[config.mk]
export PLATFORM = sky130hd
export DESIGN_NAME = four_corner_gradient_shader
export DESIGN_NICKNAME = d
export VERILOG_FILES = /design/src/rtl/core/fcgs_pkg.sv /design/src/rtl/core/four_corner_gradient_shader.sv
export SDC_FILE = /design/constraint.sdc
export NUM_CORES = 2
export LEC_CHECK = 0
export BUFFER_PORTS_ARGS = -buffer_cell sky130_fd_sc_hd__buf_2
export CORE_MARGIN = 10
export CORE_UTILIZATION = 50
export DETAILED_ROUTE_END_ITERATION = 10
export GPL_TIMING_DRIVEN = 1
export PLACE_DENSITY = 0.66
export SLEW_MARGIN = 0
export SYNTH_ARGS = -nofsm -noshare
export SYNTH_HDL_FRONTEND = slang
export SYNTH_SLANG_ARGS = --single-unit
[constraint.sdc]
create_clock -name clk -period 9.35 [get_ports clk]
set_clock_uncertainty 0.1 [all_clocks]
set_input_delay 2.805 -clock clk [delete_from_list [all_inputs] [get_ports clk]]
set_output_delay 2.805 -clock clk [all_outputs]
set_load 0.02 [all_outputs]
[src/rtl/core/fcgs_pkg.sv]
// Shared types, constants and helpers for the four-corner gradient shader.
// No dependencies; used by the shader core and its checker.
package fcgs_pkg;

  localparam int COLOR_W = 24;   // packed corner color
  localparam int COORD_W = 12;   // column, row and size registers
  localparam int CHAN_W  = 8;    // one color channel, also one weight
  localparam int ADDR_W  = 3;    // configuration register index

  localparam int QUO_W      = 8;                       // axis weight bits
  localparam int DIV_BITS   = 2;                       // weight bits per divider stage
  localparam int DIV_STAGES = QUO_W / DIV_BITS;

  // Stage count from accepted start to the done strobe:
  // input, divider stages, weight product, weights, channel product, sum, output.
  localparam int LATENCY = 1 + DIV_STAGES + 5;

  localparam logic [CHAN_W-1:0] WGT_FULL = 8'd255;

  typedef enum logic [ADDR_W-1:0] {
    REG_TOP_LEFT     = 3'd0,
    REG_TOP_RIGHT    = 3'd1,
    REG_BOTTOM_LEFT  = 3'd2,
    REG_BOTTOM_RIGHT = 3'd3,
    REG_WIDTH        = 3'd4,
    REG_HEIGHT       = 3'd5
  } reg_idx_t;

  // Exact floor(x / 255) for x up to 255 * 255.
  function automatic logic [CHAN_W-1:0] div255(input logic [15:0] x);
    logic [16:0] t;
    logic [16:0] s;
    t = {1'b0, x} + 17'd1;
    s = t + (t >> 8);
    return s[15:8];
  endfunction

endpackage

[src/rtl/core/four_corner_gradient_shader.sv]
// Four-corner bilinear gradient shader: pixel position in, blended RGB out.
// Depends on fcgs_pkg (widths, register indexes, divide-by-255 helper).
//
// Usage
//   Configuration: write corner colors (red 23:16, green 15:8, blue 7:0) and
//   the rectangle size minus one through cfg_we / cfg_addr / cfg_data. Index 0..3
//   are the top-left, top-right, bottom-left and bottom-right colors, 4 is
//   width_less_one, 5 is height_less_one; higher indexes are ignored. Write
//   only while no pixel is in flight.
//   Input: a beat is taken at each rising edge with start high and busy low.
//   column and row are clamped to the rectangle size.
//   Output: done marks one cycle carrying red, green and blue. The receiver
//   cannot hold results off, so none is ever held back.
// Timing
//   One pixel per clock sustained; the pipeline never stalls. The depth is
//   set by the axis-weight divider (column * 255 / width_less_one, two
//   quotient bits per stage over four stages) and the two multiply-then-
//   divide-by-255 steps that follow it.
// Reset
//   rst clears the configuration registers and all valid bits; busy stays
//   high during reset so no beat is taken then. Items in flight at reset are
//   dropped.
module four_corner_gradient_shader #(
  parameter int MAX_SIDE = 4096
) (
  input  logic                              clk,
  input  logic                              rst,
  input  logic                              start,
  output logic                              busy,
  input  logic [fcgs_pkg::COORD_W-1:0]      column,
  input  logic [fcgs_pkg::COORD_W-1:0]      row,
  output logic                              done,
  output logic [fcgs_pkg::CHAN_W-1:0]       red,
  output logic [fcgs_pkg::CHAN_W-1:0]       green,
  output logic [fcgs_pkg::CHAN_W-1:0]       blue,
  input  logic                              cfg_we,
  input  logic [fcgs_pkg::ADDR_W-1:0]       cfg_addr,
  input  logic [fcgs_pkg::COLOR_W-1:0]      cfg_data
);

  localparam int SIDE_W = (MAX_SIDE > 2) ? $clog2(MAX_SIDE) : 1;
  // Widths wide enough to compare a size register against MAX_SIDE - 1.
  localparam int EXT_W  = (SIDE_W > fcgs_pkg::COORD_W) ? SIDE_W : fcgs_pkg::COORD_W;
  // Clamped sizes fit both the register width and the parameter width.
  localparam int DIV_W  = (SIDE_W < fcgs_pkg::COORD_W) ? SIDE_W : fcgs_pkg::COORD_W;
  localparam int REM_W  = DIV_W + fcgs_pkg::QUO_W;
  localparam int CW     = fcgs_pkg::CHAN_W;
  localparam int NSTG   = fcgs_pkg::DIV_STAGES;

  localparam logic [EXT_W-1:0] SIDE_TOP = EXT_W'(MAX_SIDE - 1);

  // ---------------------------------------------------------------------------
  // Configuration registers
  // ---------------------------------------------------------------------------
  logic [fcgs_pkg::COLOR_W-1:0] corner_color [0:3];   // tl, tr, bl, br
  logic [fcgs_pkg::COORD_W-1:0] width_less_one;
  logic [fcgs_pkg::COORD_W-1:0] height_less_one;

  always_ff @(posedge clk) begin
    if (rst) begin
      corner_color[0] <= '0;
      corner_color[1] <= '0;
      corner_color[2] <= '0;
      corner_color[3] <= '0;
      width_less_one  <= '0;
      height_less_one <= '0;
    end else if (cfg_we) begin
      case (fcgs_pkg::reg_idx_t'(cfg_addr))
        fcgs_pkg::REG_TOP_LEFT:     corner_color[0] <= cfg_data;
        fcgs_pkg::REG_TOP_RIGHT:    corner_color[1] <= cfg_data;
        fcgs_pkg::REG_BOTTOM_LEFT:  corner_color[2] <= cfg_data;
        fcgs_pkg::REG_BOTTOM_RIGHT: corner_color[3] <= cfg_data;
        fcgs_pkg::REG_WIDTH:        width_less_one  <= cfg_data[fcgs_pkg::COORD_W-1:0];
        fcgs_pkg::REG_HEIGHT:       height_less_one <= cfg_data[fcgs_pkg::COORD_W-1:0];
        default: ;  // unused index: drop the write
      endcase
    end
  end

  // Never stalls; only reset blocks a beat.
  assign busy = rst;

  logic accept;
  assign accept = start && !busy;

  // ---------------------------------------------------------------------------
  // Input stage: clamp sizes and positions, form the dividends pos * 255
  // ---------------------------------------------------------------------------
  logic [EXT_W-1:0] span_x_ext, span_y_ext, pos_x_ext, pos_y_ext;
  logic [DIV_W-1:0] span_x, span_y, pos_x, pos_y;
  logic [DIV_W-1:0] divisor_x, divisor_y;

  always_comb begin
    span_x_ext = EXT_W'(width_less_one);
    span_y_ext = EXT_W'(height_less_one);
    if (span_x_ext > SIDE_TOP) span_x_ext = SIDE_TOP;
    if (span_y_ext > SIDE_TOP) span_y_ext = SIDE_TOP;
    pos_x_ext = EXT_W'(column);
    pos_y_ext = EXT_W'(row);
    if (pos_x_ext > span_x_ext) pos_x_ext = span_x_ext;
    if (pos_y_ext > span_y_ext) pos_y_ext = span_y_ext;
    span_x = DIV_W'(span_x_ext);
    span_y = DIV_W'(span_y_ext);
    pos_x  = DIV_W'(pos_x_ext);
    pos_y  = DIV_W'(pos_y_ext);
    // A single column or row clamps the position to 0; dividing 0 by 1 gives
    // the required weight of 0 without a special path.
    divisor_x = (span_x == '0) ? DIV_W'(1) : span_x;
    divisor_y = (span_y == '0) ? DIV_W'(1) : span_y;
  end

  // Divisors follow the size registers; the user, not this block, keeps them still while pixels fly.
  logic [DIV_W-1:0] dvs_x, dvs_y;

  always_ff @(posedge clk) begin
    dvs_x <= divisor_x;
    dvs_y <= divisor_y;
  end

  logic                         vld_div [0:NSTG];
  logic [REM_W-1:0]             rem_x   [0:NSTG];
  logic [REM_W-1:0]             rem_y   [0:NSTG];
  logic [fcgs_pkg::QUO_W-1:0]   quo_x   [0:NSTG];
  logic [fcgs_pkg::QUO_W-1:0]   quo_y   [0:NSTG];

  always_ff @(posedge clk) begin
    if (rst) begin
      vld_div[0] <= 1'b0;
    end else begin
      vld_div[0] <= accept;
    end
    rem_x[0] <= {pos_x, 8'd0} - REM_W'(pos_x);
    rem_y[0] <= {pos_y, 8'd0} - REM_W'(pos_y);
    quo_x[0] <= '0;
    quo_y[0] <= '0;
  end

  // ---------------------------------------------------------------------------
  // Axis-weight divider: restoring division, two quotient bits per stage.
  // The quotient is below 256 since the position never exceeds the span.
  // ---------------------------------------------------------------------------
  function automatic logic [REM_W:0] div_step(input logic [REM_W-1:0] rem,
                                              input logic [REM_W-1:0] dsh);
    if (rem >= dsh) begin
      return {1'b1, rem - dsh};
    end
    return {1'b0, rem};
  endfunction

  for (genvar s = 0; s < NSTG; s++) begin : g_div
    localparam int HI = fcgs_pkg::QUO_W - 1 - fcgs_pkg::DIV_BITS * s;
    localparam int LO = HI - 1;

    logic [REM_W-1:0]           rx_a, rx_b, ry_a, ry_b;
    logic                       bx_hi, bx_lo, by_hi, by_lo;
    logic [fcgs_pkg::QUO_W-1:0] qx, qy;

    always_comb begin
      {bx_hi, rx_a} = div_step(rem_x[s], REM_W'(dvs_x) << HI);
      {bx_lo, rx_b} = div_step(rx_a,     REM_W'(dvs_x) << LO);
      {by_hi, ry_a} = div_step(rem_y[s], REM_W'(dvs_y) << HI);
      {by_lo, ry_b} = div_step(ry_a,     REM_W'(dvs_y) << LO);
      qx     = quo_x[s];
      qx[HI] = bx_hi;
      qx[LO] = bx_lo;
      qy     = quo_y[s];
      qy[HI] = by_hi;
      qy[LO] = by_lo;
    end

    always_ff @(posedge clk) begin
      if (rst) begin
        vld_div[s+1] <= 1'b0;
      end else begin
        vld_div[s+1] <= vld_div[s];
      end
      rem_x[s+1] <= rx_b;
      rem_y[s+1] <= ry_b;
      quo_x[s+1] <= qx;
      quo_y[s+1] <= qy;
    end
  end

  // ---------------------------------------------------------------------------
  // Corner weight products: (255-wx)(255-wy), wx(255-wy), (255-wx)wy
  // ---------------------------------------------------------------------------
  logic [CW-1:0]   wx, wy, ix, iy;
  logic            vld_wp;
  logic [2*CW-1:0] p_tl, p_tr, p_bl;

  assign wx = quo_x[NSTG];
  assign wy = quo_y[NSTG];
  assign ix = fcgs_pkg::WGT_FULL - wx;
  assign iy = fcgs_pkg::WGT_FULL - wy;

  always_ff @(posedge clk) begin
    if (rst) begin
      vld_wp <= 1'b0;
    end else begin
      vld_wp <= vld_div[NSTG];
    end
    p_tl <= ix * iy;
    p_tr <= wx * iy;
    p_bl <= ix * wy;
  end

  // ---------------------------------------------------------------------------
  // Corner weights: divide by 255, bottom-right takes up the rest of 255
  // ---------------------------------------------------------------------------
  logic [CW-1:0] w_tl, w_tr, w_bl;
  logic [CW+1:0] w_sum3;
  logic          vld_w;
  logic [CW-1:0] weight [0:3];

  always_comb begin
    w_tl   = fcgs_pkg::div255(p_tl);
    w_tr   = fcgs_pkg::div255(p_tr);
    w_bl   = fcgs_pkg::div255(p_bl);
    w_sum3 = (CW+2)'(w_tl) + (CW+2)'(w_tr) + (CW+2)'(w_bl);
  end

  always_ff @(posedge clk) begin
    if (rst) begin
      vld_w <= 1'b0;
    end else begin
      vld_w <= vld_wp;
    end
    weight[0] <= w_tl;
    weight[1] <= w_tr;
    weight[2] <= w_bl;
    // The three truncated weights never sum past 255.
    weight[3] <= CW'((CW+2)'(fcgs_pkg::WGT_FULL) - w_sum3);
  end

  // ---------------------------------------------------------------------------
  // Channel blend: products, sum, divide by 255
  // ---------------------------------------------------------------------------
  logic            vld_cp, vld_sum, vld_out;
  logic [2*CW-1:0] cprod [0:2][0:3];
  logic [2*CW-1:0] csum  [0:2];
  logic [CW-1:0]   chan_out [0:2];

  for (genvar c = 0; c < 3; c++) begin : g_chan
    localparam int SHIFT = (2 - c) * CW;   // red, green, blue

    for (genvar k = 0; k < 4; k++) begin : g_corner
      always_ff @(posedge clk) begin
        cprod[c][k] <= corner_color[k][SHIFT +: CW] * weight[k];
      end
    end

    logic [2*CW+1:0] wide_sum;
    assign wide_sum = (2*CW+2)'(cprod[c][0]) + (2*CW+2)'(cprod[c][1])
                    + (2*CW+2)'(cprod[c][2]) + (2*CW+2)'(cprod[c][3]);

    always_ff @(posedge clk) begin
      // Weights sum to 255, so the blend stays within 255 * 255.
      csum[c]     <= wide_sum[2*CW-1:0];
      chan_out[c] <= fcgs_pkg::div255(csum[c]);
    end
  end

  always_ff @(posedge clk) begin
    if (rst) begin
      vld_cp  <= 1'b0;
      vld_sum <= 1'b0;
      vld_out <= 1'b0;
    end else begin
      vld_cp  <= vld_w;
      vld_sum <= vld_cp;
      vld_out <= vld_sum;
    end
  end

  assign done  = vld_out;
  assign red   = chan_out[0];
  assign green = chan_out[1];
  assign blue  = chan_out[2];

endmodule

=== After elaboration in Yosys (flattened, before gate mapping) ===
Memories as Yosys holds them, arrays and structs flattened. A register that Yosys moved wholly into a read port is not among the register bits.
Index checks and enable logic that the tools add are counted.

* Bits in read-only memories: 0
* Latch bits: 0
* Memories: 10
* Bits in writable memories: 677
* Register bits after elaboration: 100
* Output and inout bits: 26

* $mul: 15
* Bitwise logic cells: 9
* Order comparisons: 20
* Add/subtract/negate cells: 44
* Mux-type cells: 80
* Equal/unequal tests: 5
* Reduce and logical (&&, ||, !) cells: 7
* Shift operators: 0
* Div/mod/pow operators: 0

{| class="wikitable"
|+ Memories
! name !! words !! width !! rd ports !! clocked after memory_dff !! write ports !! RTL line !! text
|-
| cprod || 3 || 64 || 3 || 0 || 3 || four_corner_gradient_shader.sv:239 || <nowiki>logic [2*CW-1:0] cprod [0:2][0:3];</nowiki>
|-
| rem_x || 5 || 20 || 4 || 0 || 5 || four_corner_gradient_shader.sv:121 || <nowiki>logic [REM_W-1:0] rem_x [0:NSTG];</nowiki>
|-
| rem_y || 5 || 20 || 4 || 0 || 5 || four_corner_gradient_shader.sv:122 || <nowiki>logic [REM_W-1:0] rem_y [0:NSTG];</nowiki>
|-
| corner_color || 4 || 24 || 4 || 0 || 4 || four_corner_gradient_shader.sv:55 || <nowiki>logic [fcgs_pkg::COLOR_W-1:0] corner_color [0:3];</nowiki>
|-
| csum || 3 || 16 || 3 || 0 || 3 || four_corner_gradient_shader.sv:240 || <nowiki>logic [2*CW-1:0] csum [0:2];</nowiki>
|-
| quo_x || 5 || 8 || 5 || 0 || 5 || four_corner_gradient_shader.sv:123 || <nowiki>logic [fcgs_pkg::QUO_W-1:0] quo_x [0:NSTG];</nowiki>
|-
| 4 more memories || -- || -- || -- || -- || -- || -- ||
|}

{| class="wikitable"
|+ Operator list
! kind !! count
|-
| two-way mux 21 bit || 32
|-
| multiplier 8 x 8 -> 16 bit || 15
|-
| adder 16 bit || 9
|-
| adder 16 x 1 -> 17 bit (second input constant) || 6
|-
| adder 16 x 9 -> 16 bit || 6
|-
| two-way mux 24 bit || 4
|-
| subtractor 20 x 12 -> 20 bit || 4
|-
| two-way mux 12 bit || 4
|-
| greater-or-equal comparator 20 x 12 -> 1 bit || 2
|-
| greater-or-equal comparator 20 x 13 -> 1 bit || 2
|-
| greater-or-equal comparator 20 x 14 -> 1 bit || 2
|-
| greater-or-equal comparator 20 x 15 -> 1 bit || 2
|-
| greater-or-equal comparator 20 x 16 -> 1 bit || 2
|-
| greater-or-equal comparator 20 x 17 -> 1 bit || 2
|-
| greater-or-equal comparator 20 x 18 -> 1 bit || 2
|-
| greater-or-equal comparator 20 x 19 -> 1 bit || 2
|-
| two-way mux 1 bit || 40
|-
| subtractor 20 x 13 -> 20 bit || 2
|-
| subtractor 20 x 14 -> 20 bit || 2
|-
| subtractor 20 x 15 -> 20 bit || 2
|-
| subtractor 20 x 16 -> 20 bit || 2
|-
| subtractor 20 x 17 -> 20 bit || 2
|-
| subtractor 20 x 18 -> 20 bit || 2
|-
| subtractor 20 x 19 -> 20 bit || 2
|-
| 13 further kinds || 30
|}

=== Depth between registers and ports, before layout ===
* Word-level depth: 6
* Mapped depth: 27

=== Worst setup path after synthesis ===
No wires, ideal clock.

* Path kind: input to register
* Start point: input port column[5] (netlist bit)
* End point: memory rem_x[0][19] (netlist bit)
* Buffers on the path: 2
* Setup slack: 2,683 ps
* Cell stages on the path: 16
* Required time: 9,178 ps
* Arrival time: 6,495 ps
* Cells stage by stage: ha_1 a21o_1 a21o_1 a21oi_1 or2_2 a31oi_1 clkbuf_1 clkbuf_1 mux2_2 ha_1 or2_2 a21oi_1 a21oi_1 a211o_1 nor3_1 xnor2_1

{| class="wikitable"
|+ RTL lines
! what !! RTL line !! text
|-
| from (decl) || four_corner_gradient_shader.sv:30 || <nowiki>input logic [fcgs_pkg::COORD_W-1:0] column,</nowiki>
|-
| to (decl) || four_corner_gradient_shader.sv:121 ||
|}

==> run_results.csv <==
group,metric,value,unit
logic_synthesis,synth.top_cell.area_share,19.6,%
logic_synthesis,synth_ff_type,"dfxtp_1",
grt,first_global_vias,49400,
logic_synthesis,ys_ff_latch,698,
job,cap_violations,0,
floorplanning,die_y,384,um
routing,met2_length,71200,um
logic_synthesis,synth_cell_types,89,
logic_synthesis,synth_most_common_cell,"inv_1",
setup_path,slowest_stage,"nor2_1",
setup_path,cp_cell_sequence,"inv_1 > ha_1 > nor2b_1 > o21a_1 > o21ai_0 > a21oi_1 > o21a_1 > o21ai_0 > nand2_1 > mux2_2 > ha_1 > a21o_1 > a21oi_1 > o21bai_1 > a21oi_1 > o21bai_1 > a21oi_1 > o21ai_0 > a31oi_1 > nand2_1 > nor2_1 > mux2_2",
grt,grt-ovfl-total,0,
floorplanning,die_w,384,um
sta,tns,0,ps
sta,rsz0062_at_grt,"false",
logic_synthesis,synth_edf_count,96,
setup_path,cp-end-kind,"register",
placement,place_area,68600,um2
placement,place_congestion,0.890,
routing,ant_nets,0,
setup_path,crit_type,"reg -> reg",
clocking,cts_root_buf,"clkbuf_16",
setup_path,crit_path_frequent_cell,"a21oi_1",
routing,post-route-drc-count,0,
sta,hold_ws,224,ps
final_layout,fin_area,71600,um2
status,status,"finished clean",
routing,vias_per_cell,5.29,
logic_synthesis,synth_area_leader_cell,"fa_1",
logic_synthesis,syn_inst,7243,
final_layout,fin_nets,8842,
clocking,ctsHoldBuffers,0,
min_path,hold_class,"reg -> reg",
clocking,cts_max_level,3,
floorplanning,core_area,132000,um2
sta,finalCriticalPeriod,6840,ps
clocking,postCtsSetupRepairBufs,0,
logic_synthesis,netlist_top_cells_count,"1045 x inv_1, 868 x ha_1, 651 x fa_1",
setup_path,max_stage_delay,960,ps
clocking,numCtsBuffers,83,
logic_synthesis,yosysWarnings,0,
routing,met1Wirelength,69600,um
clocking,cts_resized,0,
clocking,clock_sinks,698,
sta,maxSlewHeadroom,14.7,%
sta,final_hold_viol_count,0,
routing,topRoutingLayerUsed,"met5",
grt,antenna_found_initial,19,
logic_synthesis,syn_area,66400,um2
logic_synthesis,ys_seq_area_share,22.5,%
routing,num_vias,48100,
sta,max_freq,146,MHz
final_layout,finalNonFillerCells,9096,
logic_synthesis,ys_top_cells_by_area,"fa_1 20%, dfxtp_1 18%, ha_1 16%",
final_layout,drive_gt1_share,5.83,%
clocking,cts_tree,"done",
sta,drv_slew,0,
setup_path,crit_required,9830,ps
setup_path,critPathArrivalTime,7330,ps
routing,wirelength,153000,um
sta,tightest_slew,1270,ps
clocking,clk_transition_reported_paths,60,ps
logic_synthesis,synth_nets,8817,
sta,fin_crit_sh,73.2,%
logic_synthesis,synth_area_per_cell,9.17,um2
floorplanning,dieArea,148000,um2
placement,dp.final_hpwl,121000,um
grt,grt_start_max_net_pins,41,
placement,port_buffers,80,
floorplanning,boundaryPins,81,
setup_path,crit_path_max_fanout,19,
clocking,clkLatencyLatePin,700,ps
placement,placed_cells,8938,
routing,first_iter_violations,2585,
clocking,cts_max_path_buffers,3,
final_layout,area_growth,7.88,%
setup_path,start_kind,"register",
floorplanning,initial_core_util,50.4,%
routing,routedWlPerCell,16.8,um
floorplanning,rows,133,
routing,dr.pass1.iters,6,
grt,grt_pass1_wl,253000,um
sta,setup_violations,0,
logic_synthesis,asyncSetResetFlopFracSynth,0,%
routing,wl_met3,8010,um
grt,track_usage,20.9,%
## worst max-delay path: cells and delay by family (launching register included)
family	cells	cell delay, ps
compound gates	13	2570
flops	1	290
mux	2	860
buf+inv	1	550
fa+ha+maj	2	710
simple gates	4	1630
## registers in the layout, indices dropped and copies added, names as in the netlist, 5 cells and up
register,count
width_less_one,12
quo_y,20
rem_x,80
rem_y,80
height_less_one,12
p_bl,16
quo_x,20
weight,32
vld_div,5
csum,48
corner_color,96
chan_out,24
cprod,192
dvs_x,12
p_tr,16
p_tl,16
dvs_y,12
## final timing paths
kind,from,end,slack [ps],depth (start not counted)
setup reg to reg,dvs_y[1],rem_y[0][52],2510,22
hold reg to reg,quo_y[0][26],quo_y[0][34],220,0
hold / removal,quo_y[0][26],quo_y[0][34],220,0
setup / recovery,dvs_y[1],rem_y[0][52],2510,22
## cell type report
cell class / instances / area (um2)
Antenna cell: 2 / 5.00
Clock buffer: 108 / 2320
Clock inverter: 48 / 663
Fill cell: 11900 / 60000
Inverter: 1046 / 3930
Multi-Input combinational cell: 5317 / 46900
Sequential cell: 698 / 14900
Tap cell: 1755 / 2200
Timing Repair Buffer: 122 / 716
## cell usage in the layout, fill, tap and decap left out, drive strengths merged, types with 11 or more instances in the layout
| cell type | netlist | final |
|---|---|---|
| clkinv | 0 | 16 |
| edfxtp | 96 | 96 |
| inv | 1046 | 1060 |
| bufinv | 0 | 11 |
| nand3 | 80 | 80 |
| or2 | 53 | 53 |
| nand3b | 11 | 11 |
| and3 | 31 | 31 |
| nand2 | 646 | 646 |
| nor3 | 95 | 95 |
| o41ai | 12 | 12 |
| nor2 | 364 | 364 |
| a211oi | 17 | 17 |
| nor3b | 11 | 11 |
| buf | 10 | 122 |
| clkbuf | 172 | 108 |
| and2 | 500 | 500 |
| or3 | 48 | 48 |
| o21ai | 227 | 227 |
| mux2 | 83 | 83 |
| nor2b | 154 | 154 |
| dfxtp | 602 | 602 |
| o31ai | 15 | 15 |
| a31oi | 20 | 20 |
| a21oi | 329 | 329 |
| xnor2 | 376 | 376 |
| mux2i | 37 | 37 |
| nand4 | 59 | 59 |
| o21a | 53 | 53 |
| nand2b | 126 | 126 |
| nor4 | 28 | 28 |
| fa | 651 | 651 |
| a21boi | 49 | 49 |
| xor2 | 132 | 132 |
| o21bai | 20 | 20 |
| ha | 868 | 868 |
| a21o | 107 | 107 |
## stage by stage
stage	setup slack [ps]	util, %
detailed placement	2520	52.1
global route	1990	54.4
CTS	2470	54.4
floorplan	2680	-
global placement	2520	52.1
finish	2510	54.4
## per-layer routing
layer  vias to the layer above  global-route usage (%)
li1                      23600                       -
met1                     23400                    27.9
met4                        10                    5.37
met2                       952                    35.2
met3                       233                    3.35
met5                         -                       0
## cell families after synthesis
kind of cell	synth area share, %
mux	1.97
xor+xnor	6.82
buf+inv	6.96
fa+ha+maj	36.0
simple gates	17.3
flops	22.5
compound gates	8.49
Power is not shown: default switching activity piles up to over one toggle a cycle in this logic, so the estimate is an artifact.
